$ cat src/ltfl_pkg.sv
package ltfl_pkg;

    localparam int MAX_TAG_LENGTH_DEF = 48;
    localparam int TABLE_ENTRIES_DEF  = 64;
    localparam int LEN_W              = 7;

    // command codes
    localparam logic [1:0] CMD_TBYTE = 2'd0;
    localparam logic [1:0] CMD_TLEN  = 2'd1;
    localparam logic [1:0] CMD_QCHAR = 2'd2;

    // characters
    localparam logic [7:0] CH_DASH       = 8'h2D;
    localparam logic [7:0] CH_UNDERSCORE = 8'h5F;
    localparam logic [7:0] CH_UPPER_A    = 8'h41;
    localparam logic [7:0] CH_UPPER_Z    = 8'h5A;
    localparam logic [7:0] CASE_OFFSET   = 8'd32;

    typedef enum logic [1:0] {
        K_TBYTE,
        K_TLEN,
        K_QCHAR
    } t_kind;

    typedef struct packed {
        t_kind              kind;
        logic [5:0]         entry;
        logic [5:0]         position;
        logic [7:0]         data;
        logic [LEN_W-1:0]   len;
        logic               qwrite;
        logic               last;
    } t_op;

    typedef struct packed {
        logic valid;
        t_op  op;
    } t_queue_head;

    typedef enum logic [3:0] {
        S_IDLE,
        S_START,
        S_PROBE,
        S_LEN,
        S_ISSUE,
        S_CHECK,
        S_TRIM_RD,
        S_TRIM_CHK
    } t_state;

    function automatic logic [7:0] fold_case(input logic [7:0] c);
        fold_case = (c >= CH_UPPER_A && c <= CH_UPPER_Z) ? c + CASE_OFFSET : c;
    endfunction

endpackage

$ cat src/ltfl_front.sv
module ltfl_front #(
    parameter int MAX_TAG_LENGTH = 48,
    parameter int TABLE_ENTRIES  = 64
) (
    input  logic                   i_clk,
    input  logic                   i_rst_n,
    input  logic                   start,
    output logic                   busy,
    input  logic [1:0]             i_command,
    input  logic [5:0]             i_entry,
    input  logic [5:0]             i_position,
    input  logic [7:0]             i_char_value,
    input  logic [5:0]             i_tag_length,
    input  logic                   i_last,
    output ltfl_pkg::t_queue_head  o_head,
    input  logic                   i_pop
);
    import ltfl_pkg::*;

    t_op        w_op;
    logic       w_keep;
    logic       w_push;
    t_op        r_slot [2];
    logic       r_wp;
    logic       r_rp;
    logic [1:0] r_cnt;

    // classify the incoming word, dropping what has no effect
    always_comb begin
        w_op.entry    = i_entry;
        w_op.position = i_position;
        w_op.data     = (i_char_value == CH_DASH) ? CH_UNDERSCORE : i_char_value;
        w_op.len      = (int'(i_tag_length) > MAX_TAG_LENGTH) ?
                        LEN_W'(MAX_TAG_LENGTH) : LEN_W'(i_tag_length);
        w_op.qwrite   = int'(i_position) < MAX_TAG_LENGTH;
        w_op.last     = i_last;
        w_op.kind     = K_QCHAR;
        w_keep        = 1'b0;
        case (i_command)
            CMD_TBYTE: begin
                w_op.kind = K_TBYTE;
                w_op.data = i_char_value;
                w_keep    = int'(i_entry) < TABLE_ENTRIES &&
                            int'(i_position) < MAX_TAG_LENGTH;
            end
            CMD_TLEN: begin
                w_op.kind = K_TLEN;
                w_keep    = int'(i_entry) < TABLE_ENTRIES;
            end
            CMD_QCHAR: begin
                w_op.kind = K_QCHAR;
                w_keep    = w_op.qwrite || i_last;
            end
            default: begin
                w_keep = 1'b0;
            end
        endcase
    end

    assign busy   = (r_cnt == 2'd2);
    assign w_push = start && !busy && w_keep;

    // two-slot queue toward the search engine
    always_ff @(posedge i_clk) begin
        if (!i_rst_n) begin
            r_wp  <= 1'b0;
            r_rp  <= 1'b0;
            r_cnt <= 2'd0;
        end else begin
            if (w_push) begin
                r_wp <= !r_wp;
            end
            if (i_pop) begin
                r_rp <= !r_rp;
            end
            r_cnt <= r_cnt + {1'b0, w_push} - {1'b0, i_pop};
        end
    end

    always_ff @(posedge i_clk) begin
        if (w_push) begin
            r_slot[r_wp] <= w_op;
        end
    end

    assign o_head.valid = (r_cnt != 2'd0);
    assign o_head.op    = r_slot[r_rp];

endmodule

$ cat config.mk
export PLATFORM = sky130hd
export DESIGN_NAME = ltfl_front
export DESIGN_NICKNAME = d
export VERILOG_FILES = /design/src/ltfl_pkg.sv /design/src/ltfl_front.sv
export SDC_FILE = /design/constraint.sdc
export NUM_CORES = 1
export LEC_CHECK = 0
export ABC_AREA = 0
export BUFFER_PORTS_ARGS = -buffer_cell sky130_fd_sc_hd__buf_2
export CORE_MARGIN = 4
export CORE_UTILIZATION = 55
export DETAILED_ROUTE_END_ITERATION = 10
export GPL_ROUTABILITY_DRIVEN = 0
export PLACE_DENSITY = 0.93
export SYNTH_ARGS = -nofsm -noshare
export SYNTH_HDL_FRONTEND = slang
export SYNTH_SLANG_ARGS = --single-unit
export TNS_END_PERCENT = 30
$ cat constraint.sdc
create_clock -name i_clk -period 5.09 [get_ports i_clk]
set_clock_uncertainty 0.1 [all_clocks]
set_input_delay 0.2545 -clock i_clk [delete_from_list [all_inputs] [get_ports i_clk]]
set_output_delay 0.2545 -clock i_clk [all_outputs]
set_load 0.05 [all_outputs]
== Word level (Yosys, flattened, before mapping) ==
Memories as Yosys holds them, arrays and structs flattened. A register that Yosys moved wholly into a read port is not among the register bits.
Index checks and enable logic that the tools add are counted.

* Register bits: 4
* Bits in latches: 0
* Bits in writable memories: 60
* Bits in read-only memories: 0
* Input port bits: 33
* Output and inout bits: 33
* Word-level logic and storage cells: 29
* Memories kept: 1

* Add/subtract/negate cells: 2
* Multipliers: 0
* Divide/modulo/power cells: 0
* Magnitude comparators: 2
* Equal/unequal tests: 4
* Shifts and indexed selects: 0
* Mux-type cells: 9
* Bitwise logic cells: 0
* Reduce and logical (&&, ||, !) cells: 8

{| class="wikitable"
|+ Memory list
! name !! depth !! width !! read ports !! clocked after memory_dff !! write ports !! RTL line !! source
|-
| r_slot || 2 || 30 || 1 || 1 || 1 || ltfl_front.sv:23 || <nowiki>t_op r_slot [2];</nowiki>
|}

{| class="wikitable"
|+ Operators with widths
! kind !! count
|-
| two-way mux 8 bit || 2
|-
| equality test 8 x 6 -> 1 bit, second input constant || 1
|-
| greater-than comparator 6 bit, second input constant || 1
|-
| less-than comparator 6 bit, second input constant || 1
|-
| two-way mux 6 bit || 1
|-
| equality test 2 bit, second input constant || 2
|-
| two-way mux 1 bit || 4
|-
| case mux 2 bit (2 select lines) || 1
|-
| logical NOT 1 bit || 3
|-
| case mux 1 bit (3 select lines) || 1
|-
| adder 2 x 1 -> 2 bit || 1
|-
| equality test 2 x 1 -> 1 bit, second input constant || 1
|-
| logical AND 1 bit || 2
|-
| logical NOT 2 bit || 1
|-
| nonzero test 2 bit || 1
|-
| subtractor 2 x 1 -> 2 bit || 1
|-
| logical OR 1 bit || 1
|}

== Longest topological paths before layout ==
* Depth after elaboration: 6
* Depth in mapped cells: 7
* Gate-level depth less buffers: 7

== Least setup slack after synthesis ==
No wires, ideal clock.

* Path kind: register to register
* From: reg r_cnt[1]
* To: mem r_slot[0][0] (netlist bit) (enable)
* Setup time: 420 ps
* Data arrival time: 2,322 ps
* Data required time: 4,570 ps
* Path slack: 2,247 ps
* Stages on the path, launching flop included: 4
* Path buffers: 0
* Period minus slack after synthesis: 2,843 ps
* Cells stage by stage: dfxtp_1 > nor2b_1 > a211oi_4 > nor2b_1

* Longest elaborated chain between the ends: 6

{| class="wikitable"
|+ Ends and longest elaborated chain
! element !! RTL line !! source
|-
| from (decl) || ltfl_front.sv:26 || <nowiki>logic [1:0] r_cnt;</nowiki>
|-
| from (signal assigned) || ltfl_front.sv:76 || <nowiki>r_cnt <= r_cnt + {1'b0, w_push} - {1'b0, i_pop};</nowiki>
|-
| equality test 2 bit || ltfl_front.sv:60 || <nowiki>assign busy = (r_cnt == 2'd2);</nowiki>
|-
| named net busy || ltfl_front.sv:8 || <nowiki>output logic busy,</nowiki>
|-
| logical NOT 1 bit || ltfl_front.sv:61 || <nowiki>assign w_push = start && !busy && w_keep;</nowiki>
|-
| logical AND 1 bit (2 in series) || ltfl_front.sv:61 ||
|-
| two-way mux 1 bit || ltfl_front.sv:81 || <nowiki>if (w_push) begin</nowiki>
|-
| two-way mux 1 bit (implied by the code) || ltfl_front.sv:82 || <nowiki>r_slot[r_wp] <= w_op;</nowiki>
|-
| to (decl) || ltfl_front.sv:23 ||
|}

The timed path passes the listed nets, and every way through them passes these cells.

==> out/qor.yml <==
cts_tree: "done"
critPathRequiredTime_ns: 4.74
portBuffers: 64
drv_cap: 0
synthArstFlopShare_pct: 0
cp-end-kind: "output pin"
period_needed_ns: 1.994
drv_slew: 0
yosysSeqAreaShare_pct: 74.18
cp_max_fo: 30
wl_met3_um: 249
tns_ns: 0
slowest_stage: "mux2_1"
wl_per_cell_um: 16.59
rsz0062_at_grt: "no"
rows: 24
r2r_end: "r_slot[0][26]"
yosys.area.top_type: "edfxtp_1"
hold_viol: 0
met2_length_um: 2387
numCtsBuffers: 9
yosys-top-cells-area: "edfxtp_1, mux2_1, dfxtp_1"
syn_area_per_cell_um2: 17.68
hold_path.class: "input port to register"
reg2reg_slack_ns: 3.34
dp_hpwl_um: 3117
crit_path_cell_trace: "buf_4 > mux2_1 > buf_2"
critPathKind: "register to output pin"
netlist_area_um2: 2564
firstDrtPassIters: 4
syn2layout_area_growth_pct: 21.08
grt_pass1_wl_um: 7134
htreeDepth: 3
r2r_cells: 4
hold_depth: 1
finalCritPeriodShare_pct: 39.17
drive_gt1_share_pct: 38.25
synth.ff_latch_count: 65
drtAntennaViolNets: 0
yosysWarningCount: 0
synth-edff-count: 60
synth_fp_nets: 180
ctsHoldBuffers: 0
grt_overflow: 0
setup_viol: 0
dpl_cell_area_um2: 2925
first_iter_violations: 111
vdd_drop_max_mv: 0.3522
dieArea_um2: 5818
io_pins: 66
initial_core_util_pct: 57.69
worst_path_dominant_cell_family: "buffers and inverters"
max_freq_mhz: 501.6
die_h_um: 76.28
routed_wl_um: 4463
netlist_instances: 145
grt_pass1_vias: 1459
slowest_delay_ns: 0.39
power.density_nw_per_um2: 449.7
cts_resized: 0
cts_setup_buffers: 0
ys_types: 25
cp_num_buf_inv: 2
cts_buffer_depth: 2
path_clk_slew_ns: 0.07
grt_max_degree: 31
viasPerCell: 5.171
diodes: 0
via_count: 1391
drc: 0
ys.flop_type: "edfxtp_1"
hold_path_end: "r_slot[0][16]"
hold_path.startpoint: "i_position[0]"
topRoutingLayerUsed: "met4"
clk_latency_ns: 0.32
fin_nets: 247
clock-sinks: 65
met1_length_um: 1710
startpoint_type: "register"
core_area_um2: 4444
cts_root_buf: "clkbuf_8"
synth_top_cell_area_share_pct: 70.28
die_width_um: 76.28
p_leak_uw: 0.001207
outcome: "complete, no violations"
antenna_found_initial: 0
r2r_start: "r_cnt[1]"
design_area_um2: 3104
crit_arrival_ns: 1.64
track_usage_pct: 16.40
[layout by cell type (no fill, tap or decap), drive strengths merged, types with 2 or more instances in the layout]
cell type  count
buf           67
edfxtp        60
mux2          30
clkbuf        12
and2          10
inv            5
dfxtp          5
nand2          3
nor2b          3
clkinv         3
o21bai         2
xnor2          2
ha             2
[flip-flops by register name, indices dropped and copies added, names as in the netlist, named ones only]
signal	cells
r_wp	1
r_slot	60
r_cnt	2
r_rp	1
[metal layers]
| metal | GRT usage [%] | up-vias |
|---|---|---|
| met5 | 0 | - |
| met4 | 10.69 | 0 |
| met3 | 4.610 | 10 |
| met2 | 28.30 | 48 |
| met1 | 17.51 | 672 |
| li1 | - | 661 |
[kinds of logic (layout without fill, tap and decap cells)]
group	count (synthesis)	in the layout	share of synthesized area, %
AND/OR/NAND/NOR	20	20	4.880
adder cells (fa/ha/maj)	2	2	0.9759
multiplexers	31	31	13.57
AO/OA/AOI/OAI	7	7	2.586
other	1	1	0.1463
flip-flops	65	65	74.18
XOR/XNOR	3	3	1.025
buffers and inverters	16	88	2.636
[worst reg2reg max path: cells and delay by family, from the launching register on]
kind	cells	cell delay, ns
simple gates	2	0.36
compound gates	1	0.23
flops	1	0.33
buf+inv	1	0.36
[synthesized netlist by cell type (2+ instances only)]
master    number
and2_1        10
buf_2          3
clkbuf_1       7
dfxtp_1        5
edfxtp_1      60
ha_1           2
inv_1          5
mux2_1        30
nand2_1        3
nor2b_1        3
o21bai_1       2
xnor2_1        2
[final cells by class]
type / count / area (um2)
multi-input combinational: 64 / 596.8
inverter: 5 / 18.77
clock inverter: 4 / 43.79
sequential: 65 / 1902
timing repair buffer: 67 / 342.8
clock buffer: 12 / 135.1
tap: 52 / 65.06
fill: 297 / 1340
[worst max path at each step]
stage / from / end / slack [ns] / cells after the start
2_1_floorplan: r_cnt[1] / r_slot[0][0] / 2.25 / 3
5_1_grt: register / o_head[13] / 2.99 / 3
4_1_cts: register / o_head[0] / 3.06 / 3
6_report: register / o_head[14] / 3.10 / 3
3_5_place_dp: i_command[1] / r_slot[0][27] / 3.19 / 5
3_3_place_gp: i_command[1] / r_slot[0][27] / 3.23 / 5
[power by group]
part	switching, uW	internal (uW)
clock network	173	223
registers	15.5	648
logic	246	89.7
total	435	962
[stage by stage]
stage          utilization [%]  setup WS (ns)  std cells  total power [uW]  hold slack, ns
3_5_place_dp             65.82          3.189        253              1014          0.3462
6_report                 69.85          3.096        269              1396         0.01721
5_1_grt                  69.85          2.993        269              1454        0.005269
2_1_floorplan                -          2.247        145             930.4          0.2534
3_3_place_gp             65.82          3.231        253              1004          0.3425
4_1_cts                  69.85          3.060        269              1409       0.0006585
(Power assumes the default switching activity.)
